`src/rlpe_pkg.sv`:
```
`default_nettype none
// ----------------------------------------------------------------------------
// rlpe_pkg
// shared types, widths and helpers of the recursive length prefix encoder
// ----------------------------------------------------------------------------
package rlpe_pkg;

    localparam int VALUE_W          = 32;
    localparam int COUNT_W          = 6;
    localparam int WORD_W           = 44;
    localparam int LEN_W            = 6;
    localparam int PREFIX_W         = 11;
    localparam int PLEN_W           = 4;
    localparam int MAX_VALUE_BITS_D = 32;

    typedef struct packed {
        logic [VALUE_W-1:0] value;
        logic [COUNT_W-1:0] bit_count;
    } t_in_item;

    typedef struct packed {
        logic [WORD_W-1:0] code_word;
        logic [LEN_W-1:0]  code_length;
    } t_out_item;

    // stage payload: length prefix plus masked value bits
    typedef struct packed {
        logic                valid;
        logic [PREFIX_W-1:0] prefix;
        logic [PLEN_W-1:0]   prefix_len;
        logic [COUNT_W-1:0]  value_len;
        logic [VALUE_W-1:0]  value_bits;
    } t_pre_stage;

    // saturated input as it leaves the first stage
    typedef struct packed {
        logic     valid;
        t_in_item item;
    } t_in_stage;

    function automatic logic [2:0] bit_len6(input logic [COUNT_W-1:0] x);
        logic [2:0] n;
        n = 3'd0;
        for (int i = 0; i < COUNT_W; i++) begin
            if (x[i]) begin
                n = 3'(i + 1);
            end
        end
        return n;
    endfunction

endpackage
`default_nettype wire

```
`src/rlpe_prefix.sv`:
```
`default_nettype none
// ----------------------------------------------------------------------------
// rlpe_prefix
// builds the recursive length prefix and masks the value to its bit count
// ----------------------------------------------------------------------------
module rlpe_prefix import rlpe_pkg::*; (
    input  wire logic       i_clk,
    input  wire logic       i_rst_n,
    input  wire t_in_stage  i_stage,
    output t_pre_stage      o_stage
);

    t_pre_stage          r_stage;
    t_pre_stage          n_stage;
    logic [COUNT_W-1:0]  count;
    logic [2:0]          nbits;
    logic [VALUE_W-1:0]  mask;

    always_comb begin
        count = i_stage.item.bit_count;
        nbits = bit_len6(count);
        n_stage.valid      = i_stage.valid;
        n_stage.prefix     = '0;
        n_stage.prefix_len = PLEN_W'(2);
        n_stage.value_len  = '0;
        case (count) inside
            6'd0: begin
                n_stage.prefix = '0;
            end
            6'd1: begin
                n_stage.prefix = PREFIX_W'(1);
            end
            6'd2: begin
                n_stage.prefix = PREFIX_W'(i_stage.item.value[1:0]);
            end
            6'd3: begin
                n_stage.prefix    = PREFIX_W'(3);
                n_stage.value_len = count;
            end
            [6'd4:6'd7]: begin
                n_stage.prefix     = PREFIX_W'({2'b11, count[2:0]});
                n_stage.prefix_len = PLEN_W'(5);
                n_stage.value_len  = count;
            end
            default: begin
                n_stage.prefix     = (PREFIX_W'({2'b11, nbits}) << nbits)
                                     | PREFIX_W'(count);
                n_stage.prefix_len = PLEN_W'(5) + PLEN_W'(nbits);
                n_stage.value_len  = count;
            end
        endcase
        // shift by 32 or more clears, so the mask is then all ones
        mask = ~({VALUE_W{1'b1}} << n_stage.value_len);
        n_stage.value_bits = i_stage.item.value & mask;
    end

    always_ff @(posedge i_clk) begin
        if (!i_rst_n) begin
            r_stage.valid <= 1'b0;
        end else begin
            r_stage.valid <= n_stage.valid;
        end
        r_stage.prefix     <= n_stage.prefix;
        r_stage.prefix_len <= n_stage.prefix_len;
        r_stage.value_len  <= n_stage.value_len;
        r_stage.value_bits <= n_stage.value_bits;
    end

    assign o_stage = r_stage;

endmodule
`default_nettype wire

```
`src/rlpe_pack.sv`:
```
`default_nettype none
// ----------------------------------------------------------------------------
// rlpe_pack
// joins prefix, value bits and terminating zero into the output code word
// ----------------------------------------------------------------------------
module rlpe_pack import rlpe_pkg::*; #(
    parameter int MAX_VALUE_BITS = MAX_VALUE_BITS_D
) (
    input  wire logic       i_clk,
    input  wire logic       i_rst_n,
    input  wire t_pre_stage i_stage,
    output logic            o_valid,
    output t_out_item       o_result
);

    localparam int CODE_W = MAX_VALUE_BITS + PREFIX_W + 1;

    logic              r_valid;
    t_out_item         r_result;
    t_out_item         n_result;
    logic [6:0]        shamt;
    logic [CODE_W-1:0] code;
    logic [6:0]        len;

    always_comb begin
        shamt = 7'(i_stage.value_len) + 7'd1;
        code  = (CODE_W'(i_stage.prefix) << shamt)
                | (CODE_W'(i_stage.value_bits) << 1);
        len   = 7'(i_stage.prefix_len) + shamt;
        n_result.code_word   = WORD_W'(code);
        n_result.code_length = LEN_W'(len);
    end

    always_ff @(posedge i_clk) begin
        if (!i_rst_n) begin
            r_valid <= 1'b0;
        end else begin
            r_valid <= i_stage.valid;
        end
        r_result <= n_result;
    end

    assign o_valid  = r_valid;
    assign o_result = r_result;

endmodule
`default_nettype wire

```
`src/recursive_length_prefix_encoder.sv`:
```
`default_nettype none
// ----------------------------------------------------------------------------
// recursive_length_prefix_encoder
// elias omega style universal code of a value and its bit count
// ----------------------------------------------------------------------------
// A transfer is taken on every clock edge with start high; busy stays low, so
// one item enters per cycle. Each result appears on o_result for one cycle
// with o_valid high, once its transfer has passed the three register stages
// (count saturation, prefix build, code assembly). The receiver cannot stall
// the block and must take each result when o_valid is high. Counts above
// MAX_VALUE_BITS are saturated to it.
// ----------------------------------------------------------------------------
module recursive_length_prefix_encoder import rlpe_pkg::*; #(
    parameter int MAX_VALUE_BITS = MAX_VALUE_BITS_D
) (
    input  wire logic      i_clk,
    input  wire logic      i_rst_n,
    input  wire logic      start,
    output logic           busy,
    input  wire t_in_item  i_item,
    output logic           o_valid,
    output t_out_item      o_result
);

    localparam logic [COUNT_W-1:0] MAX_CNT = COUNT_W'(MAX_VALUE_BITS);

    t_in_stage  r_s1;
    t_in_stage  n_s1;
    t_pre_stage s2;

    always_comb begin
        n_s1.valid      = start;
        n_s1.item.value = i_item.value;
        if (i_item.bit_count > MAX_CNT) begin
            n_s1.item.bit_count = MAX_CNT;
        end else begin
            n_s1.item.bit_count = i_item.bit_count;
        end
    end

    always_ff @(posedge i_clk) begin
        if (!i_rst_n) begin
            r_s1.valid <= 1'b0;
        end else begin
            r_s1.valid <= n_s1.valid;
        end
        r_s1.item <= n_s1.item;
    end

    rlpe_prefix u_prefix (
        .i_clk   (i_clk),
        .i_rst_n (i_rst_n),
        .i_stage (r_s1),
        .o_stage (s2)
    );

    rlpe_pack #(
        .MAX_VALUE_BITS (MAX_VALUE_BITS)
    ) u_pack (
        .i_clk    (i_clk),
        .i_rst_n  (i_rst_n),
        .i_stage  (s2),
        .o_valid  (o_valid),
        .o_result (o_result)
    );

    assign busy = 1'b0;

endmodule
`default_nettype wire

```
`config.mk`:
```
export PLATFORM = sky130hd
export DESIGN_NAME = recursive_length_prefix_encoder
export DESIGN_NICKNAME = d
export VERILOG_FILES = /design/src/rlpe_pkg.sv /design/src/rlpe_prefix.sv /design/src/rlpe_pack.sv /design/src/recursive_length_prefix_encoder.sv
export SDC_FILE = /design/constraint.sdc
export NUM_CORES = 1
export LEC_CHECK = 0
export BUFFER_PORTS_ARGS = -buffer_cell sky130_fd_sc_hd__buf_2
export CAP_MARGIN = 20
export CORE_ASPECT_RATIO = 1.1
export CORE_UTILIZATION = 50
export CTS_CLUSTER_SIZE = 8
export DETAILED_ROUTE_END_ITERATION = 16
export HOLD_SLACK_MARGIN = 0.03
export PLACE_DENSITY = 0.72
export SYNTH_ARGS = -nofsm -noshare
export SYNTH_HDL_FRONTEND = slang
export SYNTH_HIERARCHICAL = 1
export SYNTH_SLANG_ARGS = --single-unit
```
`constraint.sdc`:
```
create_clock -name i_clk -period 7.6 [get_ports i_clk]
set_clock_uncertainty 0.2 [all_clocks]
set_input_delay 1.14 -clock i_clk [delete_from_list [all_inputs] [get_ports i_clk]]
set_output_delay 1.14 -clock i_clk [all_outputs]
set_load 0.05 [all_outputs]
```
==> results of run 1 <==
[sequential cells by signal (all words and copies together) (netlist names)]
signal	flops
u_prefix/o_stage	54
u_pack/o_result	50
r_s1	39
u_pack/o_valid	1
[metrics by stage]
stage / area (um2) / worst slack, ns
floorplan: 5310 / 4.94
global placement: 5740 / 3.83
detailed placement: 5740 / 3.70
CTS: 6410 / 3.68
global route: 6410 / 3.44
finish: 6410 / 3.64
[cell type report]
class | count | area (um2)
Clock inverter | 12 | 229
Clock buffer | 20 | 447
Multi-Input combinational cell | 300 | 2120
Sequential cell | 144 | 2880
Inverter | 23 | 86.3
Timing Repair Buffer | 92 | 463
Tap cell | 143 | 179
Fill cell | 892 | 3930
[cell usage in the layout (no fill, tap or decap), types with 6 or more instances in the layout]
cell type / n
o21bai_1: 7
clkbuf_16: 17
mux4_2: 6
o21a_1: 8
ha_1: 9
o21ai_0: 15
a21o_1: 23
nor2_1: 21
bufinv_16: 6
a21oi_1: 25
nor2b_1: 9
dfxtp_1: 144
nand2b_1: 6
nand3_1: 19
a21boi_0: 9
buf_2: 91
mux2i_1: 9
and2_1: 12
nand2_1: 39
inv_1: 19
[power by group]
group | total [mW] | leakage, nW | internal (mW) | switching [mW]
clock network | 0.936 | 0.318 | 0.627 | 0.309
logic | 0.310 | 1.39 | 0.0951 | 0.215
registers | 0.849 | 1.21 | 0.816 | 0.0333
[final timing paths]
check / from / end / slack [ns] / cells past startpoint
hold reg to reg: u_prefix/o_stage[13] / u_pack/o_result[20] / 0.21 / 1
hold / removal: u_prefix/o_stage[13] / u_pack/o_result[20] / 0.21 / 1
setup / recovery: u_prefix/o_stage[32] / u_pack/o_result[5] / 3.64 / 8
setup reg to reg: u_prefix/o_stage[32] / u_pack/o_result[5] / 3.64 / 8
[routing by layer]
metal	up-vias	routed length [um]
met5	-	0
met4	0	315
met3	23	657
met2	136	5990
met1	1786	5500
li1	1884	-
[cells by family (layout without fill, tap and decap cells)]
logic type               after synthesis  after routing
multiplexers                          21             21
flip-flops                           144            144
AO/OA/AOI/OAI                        129            129
XOR/XNOR                               9              9
buffers and inverters                 56            147
adder cells (fa/ha/maj)               10             10
other                                  1              1
AND/OR/NAND/NOR                      130            130
==> flow_metrics.py, run 1 <==
metrics = {
    "synth": {
        "synthSimpleGateAreaFrac_pct": 12.9,
        "synth_mux_area_share_pct": 5.93,
        "ys_async_sr_fraction_pct": 0,
        "synth-seq-area-share_pct": 54.3,
        "synth_top_area_share_pct": 54.3,
        "ys_top_cells_by_count": "144 x dfxtp_1, 39 x nand2_1, 25 x a21oi_1",
        "synth_warnings": 6,
        "synth_top_family_by_area": "compound AO/OA/AOI/OAI gates",
        "synthXorXnorAreaFrac_pct": 1.77,
        "synth_fa_ha_area_share_pct": 2.50,
        "synth_area_um2": 5310,
        "yosysMostFrequentCell": "dfxtp_1",
        "yosys.area.top_type": "dfxtp_1",
        "synth_area_leaders": "dfxtp_1 54%, a21o_1 3.3%, nand2_1 2.8%",
        "synth_cell_types": 64,
        "synth_seq_cells": 144,
        "avgSynthCellArea_um2": 10.6,
        "synthCells": 500,
        "synth_compound_area_share_pct": 16.8,
        "synth_nets": 551,
        "synth_edf_count": 0,
        "synth-main-ff-cell": "dfxtp_1",
    },
    "critical_path": {
        "cp-start-kind": "register",
        "critPathSlowestCell": "dfxtp_1",
        "crit_buf_inv": 1,
        "worst-path-max-fanout": 29,
        "cp_data_arrival_time_ns": 4.04,
        "worstPathCellList": "ha_1 > xnor2_2 > inv_1 > ha_1 > a21o_1 > a21oi_1 > mux2_2 > xor2_1",
        "path_delay_family": "flip-flops",
        "worstPathRequired_ns": 7.68,
        "worstSetupEndpointType": "register",
        "path_class": "register to register",
        "critPathMaxStageDelay_ns": 0.96,
        "cp_common_cell": "ha_1",
    },
    "timing": {
        "post-route-period-util_pct": 52.2,
        "holdWs_ns": 0.206,
        "fin_crit_ns": 3.96,
        "rsz0062_at_grt": "false",
        "fin_tns_setup_ns": 0,
        "relSlewSlack_pct": 33.4,
        "report.final.slew_viol_count": 0,
        "fmax_mhz": 252,
        "finalHoldViolations": 0,
        "tightestPinTransition_ns": 0.998,
        "final-setup-viol-count": 0,
    },
    "detailed_routing": {
        "post_drt_wl_per_cell_um": 17.0,
        "drtIter0Drc": 300,
        "ant_nets": 0,
        "vias_per_cell": 5.22,
        "drt_wl_total_um": 12500,
        "drc": 0,
        "num_vias": 3829,
        "firstDrtPassIters": 5,
    },
    "final_layout": {
        "antenna_cells": 0,
        "final_cells": 734,
        "synthToLayoutAreaGrowth_pct": 20.7,
        "post-route-util_pct": 62.0,
        "nets": 629,
        "drive_above_1_share_pct": 26.2,
    },
    "grt": {
        "grt_util_met3_pct": 5.17,
        "grt_max_degree": 30,
        "grt.met2_usage_pct": 38.1,
        "grt_pass1_wl_um": 19400,
        "grt_use_total_pct": 23.8,
        "antenna_found_initial": 0,
        "grt_pass1_vias": 3625,
        "grt_util_met1_pct": 31.1,
        "busiest_layer": "met2",
        "grt-ovfl-total": 0,
    },
    "power": {
        "p_per_area_nw_per_um2": 327,
        "p_leak_nw": 2.92,
        "vdd_drop_max_mv": 0.182,
        "p_total_mw": 2.10,
    },
    "die": {
        "io_pins": 93,
        "die_h_um": 110,
        "die-area_um2": 11000,
        "fp.dieW_um": 100,
        "design.core.area_um2": 10300,
        "initial_core_util_pct": 51.4,
        "rows": 39,
    },
    "place": {
        "gp_congestion": 0.864,
        "dp_cells": 702,
        "place.port_buffers": 91,
        "dpl.hpwl_um": 8910,
    },
    "cts": {
        "cts_buffers": 17,
        "clk_pin_slew_ns": 0.06,
        "clock_path_buffers": 2,
        "cts_max_level": 4,
        "clk_latency_ns": 0.41,
        "cts_hold_buffers": 0,
        "root_buffer": "clkbuf_16",
        "cts.sinks": 144,
        "postCtsSetupBuffers": 0,
        "cts_resized": 0,
        "tritoncts": "yes",
    },
    "status": {
        "status": "complete, no violations",
    },
    "min_path": {
        "hold_class": "register to register",
    },
    "run": {
        "maxCapViolations": 0,
    },
}
No activity file was read; power rests on OpenSTA's default activity.
==> run 2, diff against run 1 <==
- clock period: 7.6 -> 3.95 ns (I/O delays scaled with it)
==> flow_metrics.py, run 2 (synthesis gave the netlist of run 1 again) <==
metrics = {
    "timing": {
        "tightestPinTransition_ns": 1.13,
        "setup_ws_ns": 1.03,
        "relSlewSlack_pct": 24.9,
        "fmax_mhz": 342,
        "fin_crit_ns": 2.92,
        "fin_tns_setup_ns": 0,
        "final-setup-viol-count": 0,
        "post-route-period-util_pct": 74.0,
        "rsz0062_at_grt": "false",
        "finalHoldViolations": 0,
        "report.final.slew_viol_count": 0,
        "holdWs_ns": 0.0778,
    },
    "grt": {
        "grt_pass1_vias": 3681,
        "grt_max_degree": 29,
        "grt_use_total_pct": 23.8,
        "antenna_found_initial": 0,
        "grt_pass1_wl_um": 19300,
        "grt-ovfl-total": 0,
    },
    "critical_path": {
        "worstPathCellList": "ha_1 > ha_1 > a21o_1 > a21o_1 > a21oi_1 > mux2_2 > xor2_1",
        "critPathSlowestCell": "ha_1",
        "cp_data_arrival_time_ns": 3.00,
        "path_delay_family": "adder cells",
        "worst-path-max-fanout": 18,
        "crit_buf_inv": 0,
        "critPathMaxStageDelay_ns": 0.75,
        "cp-start-kind": "register",
        "worstSetupEndpointType": "register",
        "worstPathRequired_ns": 4.03,
        "path_class": "register to register",
    },
    "place": {
        "placed_cell_area_um2": 5770,
        "dpl.hpwl_um": 9180,
        "place.port_buffers": 91,
        "place_ws_ns": 1.08,
        "gp_congestion": 0.865,
    },
    "cts": {
        "cts_resized": 0,
        "cts.sinks": 144,
        "cts_max_level": 4,
        "root_buffer": "clkbuf_16",
        "clk_pin_slew_ns": 0.06,
        "cts_buffers": 17,
        "tritoncts": "yes",
        "cts_hold_buffers": 0,
        "postCtsSetupBuffers": 0,
        "clock_path_buffers": 2,
        "clk_latency_ns": 0.41,
    },
    "final_layout": {
        "largest_reg_flops": 54,
        "layout_commonest_cell": "dfxtp_1",
        "nFillCells": 914,
        "nets": 633,
        "synthToLayoutAreaGrowth_pct": 19.1,
        "post-route-util_pct": 61.1,
        "post-route-cell-area_um2": 6320,
        "layout_common_cells": "144 x dfxtp_1, 91 x buf_2, 39 x nand2_1, 25 x a21oi_1, 23 x a21o_1",
        "antenna_cells": 0,
        "drive_above_1_share_pct": 26.6,
    },
    "die": {
        "die-area_um2": 11000,
        "initial_core_util_pct": 51.4,
        "die_h_um": 110,
        "fp.dieW_um": 100,
        "design.core.area_um2": 10300,
        "io_pins": 93,
        "rows": 39,
    },
    "detailed_routing": {
        "num_vias": 3924,
        "drtIter0Drc": 277,
        "drt_wl_total_um": 12700,
        "vias_per_cell": 5.32,
        "firstDrtPassIters": 5,
        "drc": 0,
        "ant_nets": 0,
        "post_drt_wl_per_cell_um": 17.2,
    },
    "run": {
        "maxCapViolations": 0,
    },
    "min_path": {
        "hold_class": "input pin to register",
    },
    "power": {
        "vdd_drop_max_mv": 0.321,
        "p_per_area_nw_per_um2": 590,
        "p_leak_nw": 2.89,
    },
    "status": {
        "status": "complete, no violations",
    },
}
## run 2: final timing paths
| path | start | endpoint | slack, ns | depth (start not counted) |
|---|---|---|---|---|
| setup / recovery | u_prefix/o_stage[32] | u_pack/o_result[5] | 1.03 | 7 |
| hold / removal | i_item[14] | r_s1[14] | 0.08 | 1 |
| setup reg to reg | u_prefix/o_stage[32] | u_pack/o_result[5] | 1.03 | 7 |
| hold reg to reg | u_prefix/o_stage[29] | u_pack/o_result[36] | 0.20 | 1 |
## run 2: power breakdown
group	total [mW]	leakage [nW]	switching (mW)	internal (mW)
Clock	1.49	0.268	0.581	0.910
Combinational	0.608	1.41	0.422	0.186
Sequential	1.63	1.21	0.0605	1.57
## run 2: cell type report
class | instances | area, um2 | area share [%]
repair buffers | 96 | 493 | 7.79
flip-flops and latches | 144 | 2880 | 45.6
inverters | 23 | 86.3 | 1.36
clock inverters | 9 | 85.1 | 1.35
multi-input cells | 300 | 2120 | 33.6
well taps | 143 | 179 | 2.83
clock buffers | 22 | 474 | 7.50
## run 2: stage by stage
step	std cells	total power, mW
finish	737	3.73
global route	737	3.86
CTS	737	3.75
detailed placement	706	2.26
global placement	706	2.25
floorplan	500	2.11
## run 2: metal layers
metal / wire, um / GRT usage, % / part of all wire, % / vias up
met5: 0 / 0 / 0 / -
met4: 381 / 12.4 / 3.0 / 0
met3: 647 / 5.55 / 5.1 / 24
met2: 5870 / 37.5 / 46 / 167
met1: 5790 / 30.4 / 46 / 1848
li1: - / - / - / 1885
